==> config.mk <==
export PLATFORM = sky130hd
export DESIGN_NAME = page_replacement_unit_flat
export DESIGN_NICKNAME = d
export VERILOG_FILES = /design/src/rtl/prp_pkg.sv /design/src/rtl/prp_req_if.sv /design/src/rtl/prp_rsp_if.sv /design/src/rtl/page_replacement_unit.sv /design/src/rtl/prp_cell.sv /design/src/flat_wrapper.sv
export SDC_FILE = /design/constraint.sdc
export NUM_CORES = 1
export LEC_CHECK = 0
export ABC_AREA = 1
export BUFFER_PORTS_ARGS = -buffer_cell sky130_fd_sc_hd__buf_2
export CAP_MARGIN = 20
export CORE_MARGIN = 2
export CORE_UTILIZATION = 30
export DETAILED_ROUTE_END_ITERATION = 16
export GPL_TIMING_DRIVEN = 0
export PLACE_DENSITY = 0.42
export SLEW_MARGIN = 10
export SYNTH_ARGS = -nofsm -noshare
export SYNTH_HDL_FRONTEND = slang
export SYNTH_HIERARCHICAL = 1
export SYNTH_SLANG_ARGS = --single-unit
==> constraint.sdc <==
create_clock -name clk -period 5.05 [get_ports clk]
set_clock_uncertainty 0.15 [all_clocks]
set_input_delay 0.7575 -clock clk [delete_from_list [all_inputs] [get_ports clk]]
set_output_delay 0.7575 -clock clk [all_outputs]
set_load 0.02 [all_outputs]
==> src/rtl/prp_pkg.sv <==
`timescale 1ns / 1ps
// ----------------------------------------------------------------------------
// Page replacement package
// Sizes, types and codes shared by the page replacement unit and its cells.
// ----------------------------------------------------------------------------
package prp_pkg;

    localparam int FRAMES      = 8;
    localparam int OFFSET_BITS = 4;
    localparam int PAGE_BITS   = 8;
    localparam int COUNT_BITS  = 16;

    localparam int VA_BITS       = PAGE_BITS + OFFSET_BITS;
    localparam int FRAME_BITS    = $clog2(FRAMES);
    localparam int PA_BITS       = FRAME_BITS + OFFSET_BITS;
    localparam int RANK_BITS     = $clog2(FRAMES);
    localparam int OLD_RANK_BITS = $clog2(FRAMES + 1);
    localparam int FILL_BITS     = $clog2(FRAMES + 1);
    localparam int SCAN_BITS     = $clog2(FRAMES);
    localparam int KEY_BITS      = (COUNT_BITS > RANK_BITS) ? COUNT_BITS : RANK_BITS;
    localparam int POLICY_BITS   = 2;

    typedef logic [VA_BITS-1:0]       vaddr_t;
    typedef logic [PAGE_BITS-1:0]     page_t;
    typedef logic [OFFSET_BITS-1:0]   offset_t;
    typedef logic [FRAME_BITS-1:0]    frame_t;
    typedef logic [PA_BITS-1:0]       paddr_t;
    typedef logic [RANK_BITS-1:0]     rank_t;
    typedef logic [OLD_RANK_BITS-1:0] old_rank_t;
    typedef logic [COUNT_BITS-1:0]    count_t;
    typedef logic [KEY_BITS-1:0]      key_t;
    typedef logic [POLICY_BITS-1:0]   policy_t;

    localparam policy_t POLICY_FIFO = 2'd0;
    localparam policy_t POLICY_LRU  = 2'd1;
    localparam policy_t POLICY_LFU  = 2'd2;

    // Victim search token passed from cell to cell.
    typedef struct packed {
        logic   vld;
        frame_t frame;
        key_t   key;
    } token_t;

    // Update broadcast to all cells when an access is committed.
    typedef struct packed {
        logic      en;
        logic      load;
        frame_t    target;
        page_t     page;
        old_rank_t old_rank;
    } cmd_t;

endpackage

==> src/rtl/prp_req_if.sv <==
`timescale 1ns / 1ps
// ----------------------------------------------------------------------------
// Request channel
// Carries one virtual address per transfer.
// ----------------------------------------------------------------------------
interface prp_req_if import prp_pkg::*; ();

    logic   valid;
    logic   ready;
    vaddr_t virtual_address;

    modport source (output valid, output virtual_address, input ready);
    modport sink (input valid, input virtual_address, output ready);

endinterface

==> src/rtl/prp_rsp_if.sv <==
`timescale 1ns / 1ps
// ----------------------------------------------------------------------------
// Response channel
// Carries the translation result of one access per transfer.
// ----------------------------------------------------------------------------
interface prp_rsp_if import prp_pkg::*; ();

    logic   valid;
    logic   ready;
    logic   hit;
    frame_t frame;
    paddr_t physical_address;
    logic   evicted_valid;
    page_t  evicted_page;

    modport source (
        output valid, output hit, output frame, output physical_address,
        output evicted_valid, output evicted_page, input ready
    );
    modport sink (
        input valid, input hit, input frame, input physical_address,
        input evicted_valid, input evicted_page, output ready
    );

endinterface

==> src/rtl/page_replacement_unit.sv <==
`timescale 1ns / 1ps
// ----------------------------------------------------------------------------
// Page replacement unit
// Translates virtual addresses through a fully associative frame table with
// FIFO, LRU or LFU replacement.
// ----------------------------------------------------------------------------
// Usage:
// A virtual address is taken on the req channel; the result (hit, frame,
// physical address and any evicted page) comes back on the rsp channel, one
// result per address, in order. The user must write the policy register
// through cfg_we/cfg_data only while the unit is idle; the unit does not
// enforce this. The codes are 0 fifo, 1 lru, 2 lfu, and 3 acts as fifo.
// One address is handled at a time. A hit, a fill of a free frame or a FIFO
// eviction passes through accept, table compare and commit before the next
// ready cycle, and the result is valid the cycle after commit.
// LRU and LFU evictions add a scan step before commit, in which the victim
// search token travels down the chain of frame cells, one cell per cycle.
// Reset empties the table, clears all counts, ranks and the FIFO pointer,
// and selects fifo. The result sits in an output register, so a new address
// is accepted while the previous result still waits; if the receiver stalls
// longer, the next access holds in its commit step until the register frees.
// ----------------------------------------------------------------------------
module page_replacement_unit import prp_pkg::*; (
    input  logic         clk,
    input  logic         rst_n,
    prp_req_if.sink      req,
    prp_rsp_if.source    rsp,
    input  logic         cfg_we,
    input  policy_t      cfg_data
);

    typedef enum logic [1:0] {
        S_IDLE,
        S_LOOKUP,
        S_SCAN,
        S_COMMIT
    } state_t;

    state_t              state_reg, state_next;
    vaddr_t              va_reg, va_next;
    logic                hit_reg, hit_next;
    logic                fill_reg, fill_next;
    frame_t              frame_reg, frame_next;
    logic [SCAN_BITS-1:0] scan_cnt_reg, scan_cnt_next;
    frame_t              fifo_victim_reg, fifo_victim_next;
    logic [FILL_BITS-1:0] frames_filled_reg, frames_filled_next;
    policy_t             policy_reg;

    logic                out_valid_reg, out_valid_next;
    logic                out_hit_reg, out_hit_next;
    frame_t              out_frame_reg, out_frame_next;
    paddr_t              out_pa_reg, out_pa_next;
    logic                out_ev_valid_reg, out_ev_valid_next;
    page_t               out_ev_page_reg, out_ev_page_next;

    cmd_t                cmd;
    logic                lfu_mode;
    token_t              tok [FRAMES+1];
    logic                cell_valid [FRAMES];
    page_t               cell_page [FRAMES];
    rank_t               cell_rank [FRAMES];
    logic [FRAMES-1:0]   match;
    frame_t              match_idx;
    page_t               va_page;
    offset_t             va_offset;
    logic                evict;

    assign va_page   = va_reg[VA_BITS-1:OFFSET_BITS];
    assign va_offset = va_reg[OFFSET_BITS-1:0];
    assign lfu_mode  = (policy_reg == POLICY_LFU);
    assign tok[0]    = '0;

    for (genvar i = 0; i < FRAMES; i++)
    begin : g_cell
        prp_cell u_cell (
            .clk      (clk),
            .rst_n    (rst_n),
            .frame_id (frame_t'(i)),
            .lfu_mode (lfu_mode),
            .cmd      (cmd),
            .tok_in   (tok[i]),
            .tok_out  (tok[i+1]),
            .valid    (cell_valid[i]),
            .page     (cell_page[i]),
            .rank     (cell_rank[i])
        );
        assign match[i] = cell_valid[i] && (cell_page[i] == va_page);
    end

    // Lowest matching frame wins.
    always_comb
    begin
        match_idx = '0;
        for (int i = FRAMES - 1; i >= 0; i--)
        begin
            if (match[i])
            begin
                match_idx = frame_t'(i);
            end
        end
    end

    assign evict = !hit_reg && !fill_reg;

    always_comb
    begin
        state_next         = state_reg;
        va_next            = va_reg;
        hit_next           = hit_reg;
        fill_next          = fill_reg;
        frame_next         = frame_reg;
        scan_cnt_next      = scan_cnt_reg;
        fifo_victim_next   = fifo_victim_reg;
        frames_filled_next = frames_filled_reg;
        out_valid_next     = out_valid_reg && !rsp.ready;
        out_hit_next       = out_hit_reg;
        out_frame_next     = out_frame_reg;
        out_pa_next        = out_pa_reg;
        out_ev_valid_next  = out_ev_valid_reg;
        out_ev_page_next   = out_ev_page_reg;
        cmd                = '0;

        case (state_reg)
            S_IDLE:
            begin
                if (req.valid)
                begin
                    va_next    = req.virtual_address;
                    state_next = S_LOOKUP;
                end
            end
            S_LOOKUP:
            begin
                hit_next  = |match;
                fill_next = 1'b0;
                if (|match)
                begin
                    frame_next = match_idx;
                    state_next = S_COMMIT;
                end
                else if (frames_filled_reg < FILL_BITS'(FRAMES))
                begin
                    fill_next  = 1'b1;
                    frame_next = frames_filled_reg[FRAME_BITS-1:0];
                    state_next = S_COMMIT;
                end
                else if (policy_reg == POLICY_LRU || policy_reg == POLICY_LFU)
                begin
                    scan_cnt_next = '0;
                    state_next    = S_SCAN;
                end
                else
                begin
                    frame_next       = fifo_victim_reg;
                    fifo_victim_next = (fifo_victim_reg == frame_t'(FRAMES - 1)) ?
                                       '0 : fifo_victim_reg + frame_t'(1);
                    state_next       = S_COMMIT;
                end
            end
            S_SCAN:
            begin
                // The table is unchanged here, so once the token has passed through
                // every cell, the token leaving the last cell names the victim.
                scan_cnt_next = scan_cnt_reg + SCAN_BITS'(1);
                if (scan_cnt_reg == SCAN_BITS'(FRAMES - 1))
                begin
                    frame_next = tok[FRAMES].frame;
                    state_next = S_COMMIT;
                end
            end
            S_COMMIT:
            begin
                if (!out_valid_reg || rsp.ready)
                begin
                    cmd.en       = 1'b1;
                    cmd.load     = !hit_reg;
                    cmd.target   = frame_reg;
                    cmd.page     = va_page;
                    cmd.old_rank = fill_reg ? old_rank_t'(FRAMES) :
                                   OLD_RANK_BITS'(cell_rank[frame_reg]);
                    out_valid_next    = 1'b1;
                    out_hit_next      = hit_reg;
                    out_frame_next    = frame_reg;
                    out_pa_next       = {frame_reg, va_offset};
                    out_ev_valid_next = evict;
                    out_ev_page_next  = evict ? cell_page[frame_reg] : '0;
                    if (fill_reg)
                    begin
                        frames_filled_next = frames_filled_reg + FILL_BITS'(1);
                    end
                    state_next = S_IDLE;
                end
            end
            default:
            begin
                state_next = S_IDLE;
            end
        endcase
    end

    always_ff @(posedge clk or negedge rst_n)
    begin
        if (!rst_n)
        begin
            state_reg         <= S_IDLE;
            va_reg            <= '0;
            hit_reg           <= 1'b0;
            fill_reg          <= 1'b0;
            frame_reg         <= '0;
            scan_cnt_reg      <= '0;
            fifo_victim_reg   <= '0;
            frames_filled_reg <= '0;
            policy_reg        <= POLICY_FIFO;
            out_valid_reg     <= 1'b0;
            out_hit_reg       <= 1'b0;
            out_frame_reg     <= '0;
            out_pa_reg        <= '0;
            out_ev_valid_reg  <= 1'b0;
            out_ev_page_reg   <= '0;
        end
        else
        begin
            state_reg         <= state_next;
            va_reg            <= va_next;
            hit_reg           <= hit_next;
            fill_reg          <= fill_next;
            frame_reg         <= frame_next;
            scan_cnt_reg      <= scan_cnt_next;
            fifo_victim_reg   <= fifo_victim_next;
            frames_filled_reg <= frames_filled_next;
            if (cfg_we)
            begin
                policy_reg <= cfg_data;
            end
            out_valid_reg     <= out_valid_next;
            out_hit_reg       <= out_hit_next;
            out_frame_reg     <= out_frame_next;
            out_pa_reg        <= out_pa_next;
            out_ev_valid_reg  <= out_ev_valid_next;
            out_ev_page_reg   <= out_ev_page_next;
        end
    end

    assign req.ready            = (state_reg == S_IDLE);
    assign rsp.valid            = out_valid_reg;
    assign rsp.hit              = out_hit_reg;
    assign rsp.frame            = out_frame_reg;
    assign rsp.physical_address = out_pa_reg;
    assign rsp.evicted_valid    = out_ev_valid_reg;
    assign rsp.evicted_page     = out_ev_page_reg;

    a_filled_bound: assert property (@(posedge clk) disable iff (!rst_n)
        frames_filled_reg <= FILL_BITS'(FRAMES))
        else $error("frame fill count exceeds the table size");

    a_hit_no_evict: assert property (@(posedge clk) disable iff (!rst_n)
        rsp.valid |-> !(rsp.hit && rsp.evicted_valid))
        else $error("a hit reported an eviction");

    a_evict_when_full: assert property (@(posedge clk) disable iff (!rst_n)
        (rsp.valid && rsp.evicted_valid) |-> (frames_filled_reg == FILL_BITS'(FRAMES)))
        else $error("eviction while a free frame remained");

    a_fifo_moves_on_lookup: assert property (@(posedge clk) disable iff (!rst_n)
        (state_reg != S_LOOKUP) |=> $stable(fifo_victim_reg))
        else $error("fifo pointer moved outside a lookup");

endmodule

==> src/rtl/prp_cell.sv <==
`timescale 1ns / 1ps
// ----------------------------------------------------------------------------
// Frame cell
// Holds one frame's page, use count and recency rank, and takes part in the
// victim search chain by passing the best candidate so far to its neighbor.
// ----------------------------------------------------------------------------
module prp_cell import prp_pkg::*; (
    input  logic   clk,
    input  logic   rst_n,
    input  frame_t frame_id,
    input  logic   lfu_mode,
    input  cmd_t   cmd,
    input  token_t tok_in,
    output token_t tok_out,
    output logic   valid,
    output page_t  page,
    output rank_t  rank
);

    logic   valid_reg, valid_next;
    page_t  page_reg, page_next;
    count_t count_reg, count_next;
    rank_t  rank_reg, rank_next;
    token_t tok_reg, tok_next;
    key_t   key;
    logic   take;

    // A smaller key is a better victim. For LRU the rank is inverted so that
    // the oldest frame has the smallest key.
    assign key  = lfu_mode ? KEY_BITS'(count_reg) : ({KEY_BITS{1'b1}} ^ KEY_BITS'(rank_reg));
    // Strict compare keeps the lower frame index on a tie.
    assign take = !tok_in.vld || (key < tok_in.key);

    always_comb
    begin
        valid_next = valid_reg;
        page_next  = page_reg;
        count_next = count_reg;
        rank_next  = rank_reg;
        tok_next   = take ? token_t'{vld: 1'b1, frame: frame_id, key: key} : tok_in;
        if (cmd.en)
        begin
            if (cmd.target == frame_id)
            begin
                rank_next = '0;
                if (cmd.load)
                begin
                    valid_next = 1'b1;
                    page_next  = cmd.page;
                    count_next = count_t'(1);
                end
                else if (count_reg != {COUNT_BITS{1'b1}})
                begin
                    count_next = count_reg + count_t'(1);
                end
            end
            else if (valid_reg && (OLD_RANK_BITS'(rank_reg) < cmd.old_rank))
            begin
                rank_next = rank_reg + rank_t'(1);
            end
        end
    end

    always_ff @(posedge clk or negedge rst_n)
    begin
        if (!rst_n)
        begin
            valid_reg <= 1'b0;
            page_reg  <= '0;
            count_reg <= '0;
            rank_reg  <= '0;
            tok_reg   <= '0;
        end
        else
        begin
            valid_reg <= valid_next;
            page_reg  <= page_next;
            count_reg <= count_next;
            rank_reg  <= rank_next;
            tok_reg   <= tok_next;
        end
    end

    assign tok_out = tok_reg;
    assign valid   = valid_reg;
    assign page    = page_reg;
    assign rank    = rank_reg;

endmodule
==> src/flat_wrapper.sv <==
// flat-port wrapper written by rule: the top's interface ports become plain ports
module page_replacement_unit_flat import prp_pkg::*;
  (clk, rst_n, cfg_we, cfg_data, req_valid, req_virtual_address, req_ready, rsp_valid, rsp_hit, rsp_frame, rsp_physical_address, rsp_evicted_valid, rsp_evicted_page, rsp_ready);
  prp_req_if req_i ();
  prp_rsp_if rsp_i ();
  input  logic clk;
  input  logic rst_n;
  input  logic cfg_we;
  input  policy_t cfg_data;
  input wire logic [$bits(req_i.valid)-1:0] req_valid;
  input wire logic [$bits(req_i.virtual_address)-1:0] req_virtual_address;
  output wire logic [$bits(req_i.ready)-1:0] req_ready;
  output wire logic [$bits(rsp_i.valid)-1:0] rsp_valid;
  output wire logic [$bits(rsp_i.hit)-1:0] rsp_hit;
  output wire logic [$bits(rsp_i.frame)-1:0] rsp_frame;
  output wire logic [$bits(rsp_i.physical_address)-1:0] rsp_physical_address;
  output wire logic [$bits(rsp_i.evicted_valid)-1:0] rsp_evicted_valid;
  output wire logic [$bits(rsp_i.evicted_page)-1:0] rsp_evicted_page;
  input wire logic [$bits(rsp_i.ready)-1:0] rsp_ready;
  assign req_i.valid = req_valid;
  assign req_i.virtual_address = req_virtual_address;
  assign req_ready = req_i.ready;
  assign rsp_valid = rsp_i.valid;
  assign rsp_hit = rsp_i.hit;
  assign rsp_frame = rsp_i.frame;
  assign rsp_physical_address = rsp_i.physical_address;
  assign rsp_evicted_valid = rsp_i.evicted_valid;
  assign rsp_evicted_page = rsp_i.evicted_page;
  assign rsp_i.ready = rsp_ready;
  page_replacement_unit u_core (.clk(clk), .rst_n(rst_n), .req(req_i), .rsp(rsp_i), .cfg_we(cfg_we), .cfg_data(cfg_data));
endmodule
# [Word-level counts from Yosys, hierarchy flattened]
# Index checks and enable logic that the tools add are counted.
[totals] register_bits=416 input_bits=19
[classes] eq_ne=37 bitwise=12 n_addsub=19 order_cmp=17 n_reduce_logical=89 n_mux=86
[ops] op="16-bit two-way mux" count=24
[ops] op="16-bit by 1-bit adder with 16-bit output, second input constant" count=8
[ops] op="16-bit != test, second input constant" count=8
[ops] op="3-bit inverter with 16-bit output" count=8
[ops] op="20-bit two-way mux" count=6
[ops] op="16-bit < comparator" count=7
[ops] op="3-bit two-way mux" count=34
[ops] op="8-bit equality test" count=8
[ops] op="3-bit AND reduction" count=19
[ops] op="17-bit two-way mux" count=2
[ops] op="2-bit nonzero test" count=17
[ops] op="3-bit by 4-bit < comparator with 1-bit output" count=8
[ops] op="3-bit by 1-bit adder with 3-bit output, second input constant" count=10
[ops] op="8-bit binary-select mux with 3-bit select" count=1
[ops] op="8-bit two-way mux" count=3
[ops] op="2-bit AND reduction" count=10
[ops] op="19-bit two-way mux" count=1
[ops] op="3-bit equality test, second input constant" count=6
[ops] op="1-bit logical AND" count=18
[ops] op="3-bit one-hot mux with 2 select lines" count=2
[ops] op="1-bit logical NOT" count=11
[ops] op="2-bit two-way mux" count=5
[ops] op="3-bit binary-select mux with 3-bit select" count=1
[ops] op="1-bit logical OR" count=9
[ops] op="19 further kinds" count=34

# [Depth between registers and ports, before layout]
[logic_depth] ltp_word=12 depth_mapped=18

# [Cells and area by module]
# Netlist, hierarchy kept.
[modules_own_cells] module="prp_cell at u_core.g_cell[0].u_cell ..." cells_per_inst=346 area_each_um2=2866.5 instances=5
[modules_own_cells] module="prp_cell at u_core.g_cell[2].u_cell ..." cells_per_inst=344 area_each_um2=2852.7 instances=2
[modules_own_cells] module="page_replacement_unit" cells_per_inst=662 area_each_um2=4310.4 instances=1
[modules_own_cells] module="prp_cell at u_core.g_cell[7].u_cell" cells_per_inst=367 area_each_um2=2831.5 instances=1

# [Worst setup path after synthesis]
# Ideal clock, no wire load.
[synth_timing] path_kind="in2reg" startpoint="input rsp_ready" endpoint="register u_core.g_cell[7].u_cell.count_reg[7]" required_ns=4.778 path_buffers=2 slack_ns=1.507 t_arrival_ns=3.271 setup_time_ns=0.122 path_stages=13 path_cell_list="nor2_1 -> nor2_2 -> inv_1 -> buf_1 -> nor2_1 -> xor2_1 -> nor3b_2 -> nand2_2 -> nor2_2 -> inv_1 -> buf_4 -> nor3_1 -> nor2_1"
[synth_rtl] element="start: declaration" line="flat_wrapper.sv:19" rtl="input wire logic [$bits(rsp_i.ready)-1:0] rsp_ready;"
[synth_rtl] element="end signal: assignment" line="prp_cell.sv:78" rtl="count_reg <= count_next;"
[synth_rtl] element="end: declaration" line="prp_cell.sv:22" rtl="count_t count_reg, count_next;"

==> results.py <==
metrics = {
    "sta": {
        "clock.fmax_mhz": 231,
        "max-slew-margin-rel": 0.253,
        "rsz_0062_raised_after_global_routing": "false",
        "finalSetupViolCount": 0,
        "layout_setup_ws_ns": 0.721,
        "timing_worst_slew_pin_value_ns": 1.12,
        "period_minus_slack_ns": 4.33,
        "slew_viol_final": 0,
        "fin_crit_sh": 0.857,
        "finalHoldViolCount": 0,
    },
    "power": {
        "design_power_total_uw": 17800,
        "power_density_nw_per_um2": 584,
        "ir_worst_vdd_uv": 254,
        "power.static_leakage_uw": 0.0151,
    },
    "global_route": {
        "gr_ovfl_total": 0,
        "global_route_wire_length_before_repair_mm": 124,
        "grt_start_max_net_pins": 96,
        "antenna_found_initial": 0,
        "first_global_vias": 21600,
        "overall_fraction_of_global_route_tracks_in_use": 0.174,
    },
    "cells_and_area": {
        "layout_commonest_cell": "nand2_1",
        "design.final.nets": 3744,
        "antenna-diode-count": 0,
        "drive_above_1_share": 0.130,
        "largest_register_ffs": 143,
        "fill_cells": 9495,
        "multi_input_area_sq_um": 14100,
        "final-seq-area_sq_um": 10400,
        "area_growth_pct": 14.8,
        "commonest_cells_after_routing_fill_and_taps_aside": "nand2_1 (933), dfrtp_1 (416), inv_1 (389), nand3_1 (272), nor2_1 (196)",
    },
    "place": {
        "io_buffers": 40,
        "preCtsSetupSlack_ns": 0.439,
        "place_congestion": 0.842,
        "dpl_hpwl_mm": 59.4,
    },
    "drt": {
        "route.vias.total": 21800,
        "postRouteAntennaNets": 0,
        "detail_route.iter0.violations": 1179,
        "first_pass_iters": 5,
        "drc_violation_count_after_routing": 0,
        "drt-total-wl_mm": 78.4,
        "route.detailed.wl_per_inst_um": 16.5,
        "viasPerCell": 4.57,
    },
    "setup_path": {
        "critPathKind": "flop to flop",
        "critical_path_required_ns": 5.40,
        "timing.critical_path.fanout_max": 18,
        "setup.worst_path.start_class": "flop",
        "worstPathArrival_ns": 4.68,
        "worstSetupEndpointType": "flop",
    },
    "floorplanning": {
        "start_util": 0.301,
        "die_w_um": 301,
        "pin_count": 41,
        "floorplan.die_area_sq_um": 90900,
        "vert_die_dim_um": 301,
        "core-area_sq_um": 88100,
        "fp-row-count": 109,
    },
    "worst_hold_path": {
        "hold_path.class": "input port to flop",
    },
    "job": {
        "cap_violations": 0,
    },
    "synthesis": {
        "postSynthAreaPerCell_sq_um": 7.85,
        "ys.warnings.count": 6,
        "area_of_the_mapped_netlist_sq_um": 26500,
        "syn_inst_count": 3380,
    },
    "clock_tree": {
        "root_buffer": "clkbuf_16",
        "insertion_delay_ns": 0.60,
        "tritoncts.num_buffers": 50,
        "cts_tree": "done",
        "cts.htree.levels": 2,
        "path_clk_slew_ns": 0.06,
        "max-clock-path-buffers": 3,
        "cts.sink_count": 416,
    },
    "status": {
        "run_status": "completed",
    },
}
area by class of cell:
| class | count | share of cell area |
|---|---|---|
| buffer | 113 | 0.0257 |
| clock buffer | 74 | 0.0483 |
| clock inverter | 17 | 0.00879 |
| inverter | 420 | 0.0521 |
| multi-input combinational | 2514 | 0.463 |
| sequential | 416 | 0.342 |
| tap | 1165 | 0.0478 |
| timing repair buffer | 48 | 0.0129 |
where the power goes:
| group | total (uW) | switching (uW) | leakage (uW) | internal [uW] |
|---|---|---|---|---|
| Sequential | 5860 | 1240 | 0.00502 | 4620 |
| Clock | 3850 | 1480 | 0.000861 | 2370 |
| Combinational | 8090 | 5160 | 0.00921 | 2930 |
worst paths after layout:
kind	start	endpoint	slack, ns	depth (start not counted)
max	u_core/state_reg[0]$_DFFE_PN0P_	u_core/g_cell[4].u_cell/rank[1]$_DFFE_PN0P_	0.72	16
min	cfg_data[0]	u_core/policy_reg[0]$_DFFE_PN0P_	0.22	3
max reg2reg	u_core/state_reg[0]$_DFFE_PN0P_	u_core/g_cell[4].u_cell/rank[1]$_DFFE_PN0P_	0.72	16
min reg2reg	u_core/va_reg[2]$_DFFE_PN0P_	u_core/rsp.physical_address[2]$_DFFE_PN0P_	0.31	2
max in group asynchronous	rst_n	u_core/g_cell[0].u_cell/page[3]$_DFFE_PN0P_	3.10	4
min in group asynchronous	rst_n	u_core/g_cell[5].u_cell/count_reg[14]$_DFFE_PN0P_	0.53	2
metrics by stage:
| step | hold slack, ns | utilization | std cells | setup TNS, ns | cell area (sq um) |
|---|---|---|---|---|---|
| after floorplan | 0.294 | - | 3463 | 0 | 26900 |
| after global placement | 0.301 | 0.324 | 4668 | -2749.82 | 28500 |
| after detailed placement | 0.304 | 0.326 | 4675 | 0 | 28700 |
| after CTS | 0.167 | 0.346 | 4767 | 0 | 30500 |
| after global routing | 0.204 | 0.346 | 4767 | 0 | 30500 |
| final | 0.223 | 0.346 | 4767 | 0 | 30500 |
worst max-delay path, stage by stage (launching register included):
cell,delay [ns]
dfrtp_1,0.40
ha_1,0.16
inv_1,0.08
nor2_4,0.32
buf_16,0.21
inv_1,0.17
nor2_1,0.35
o21ai_0,0.26
a31oi_1,0.82
inv_1,0.11
ha_1,0.33
a21o_1,0.18
a21oi_1,0.11
o21bai_1,0.07
o21ai_0,0.27
nand3_1,0.13
o21ai_0,0.11
timing repair:
action	CTS	global route
buffers inserted	0	0
hold buffers	1	0
resized for setup	0	0
endpoints found under the hold margin	41	0
layer usage:
layer  up-vias  share of wire  global-route usage
met5         -              0                   0
met4         0          0.024              0.0471
met3       104          0.031              0.0228
met2       260           0.46               0.288
met1     10200           0.48               0.239
li1      11300              -                   -
Power figures use the tool's default switching activity.
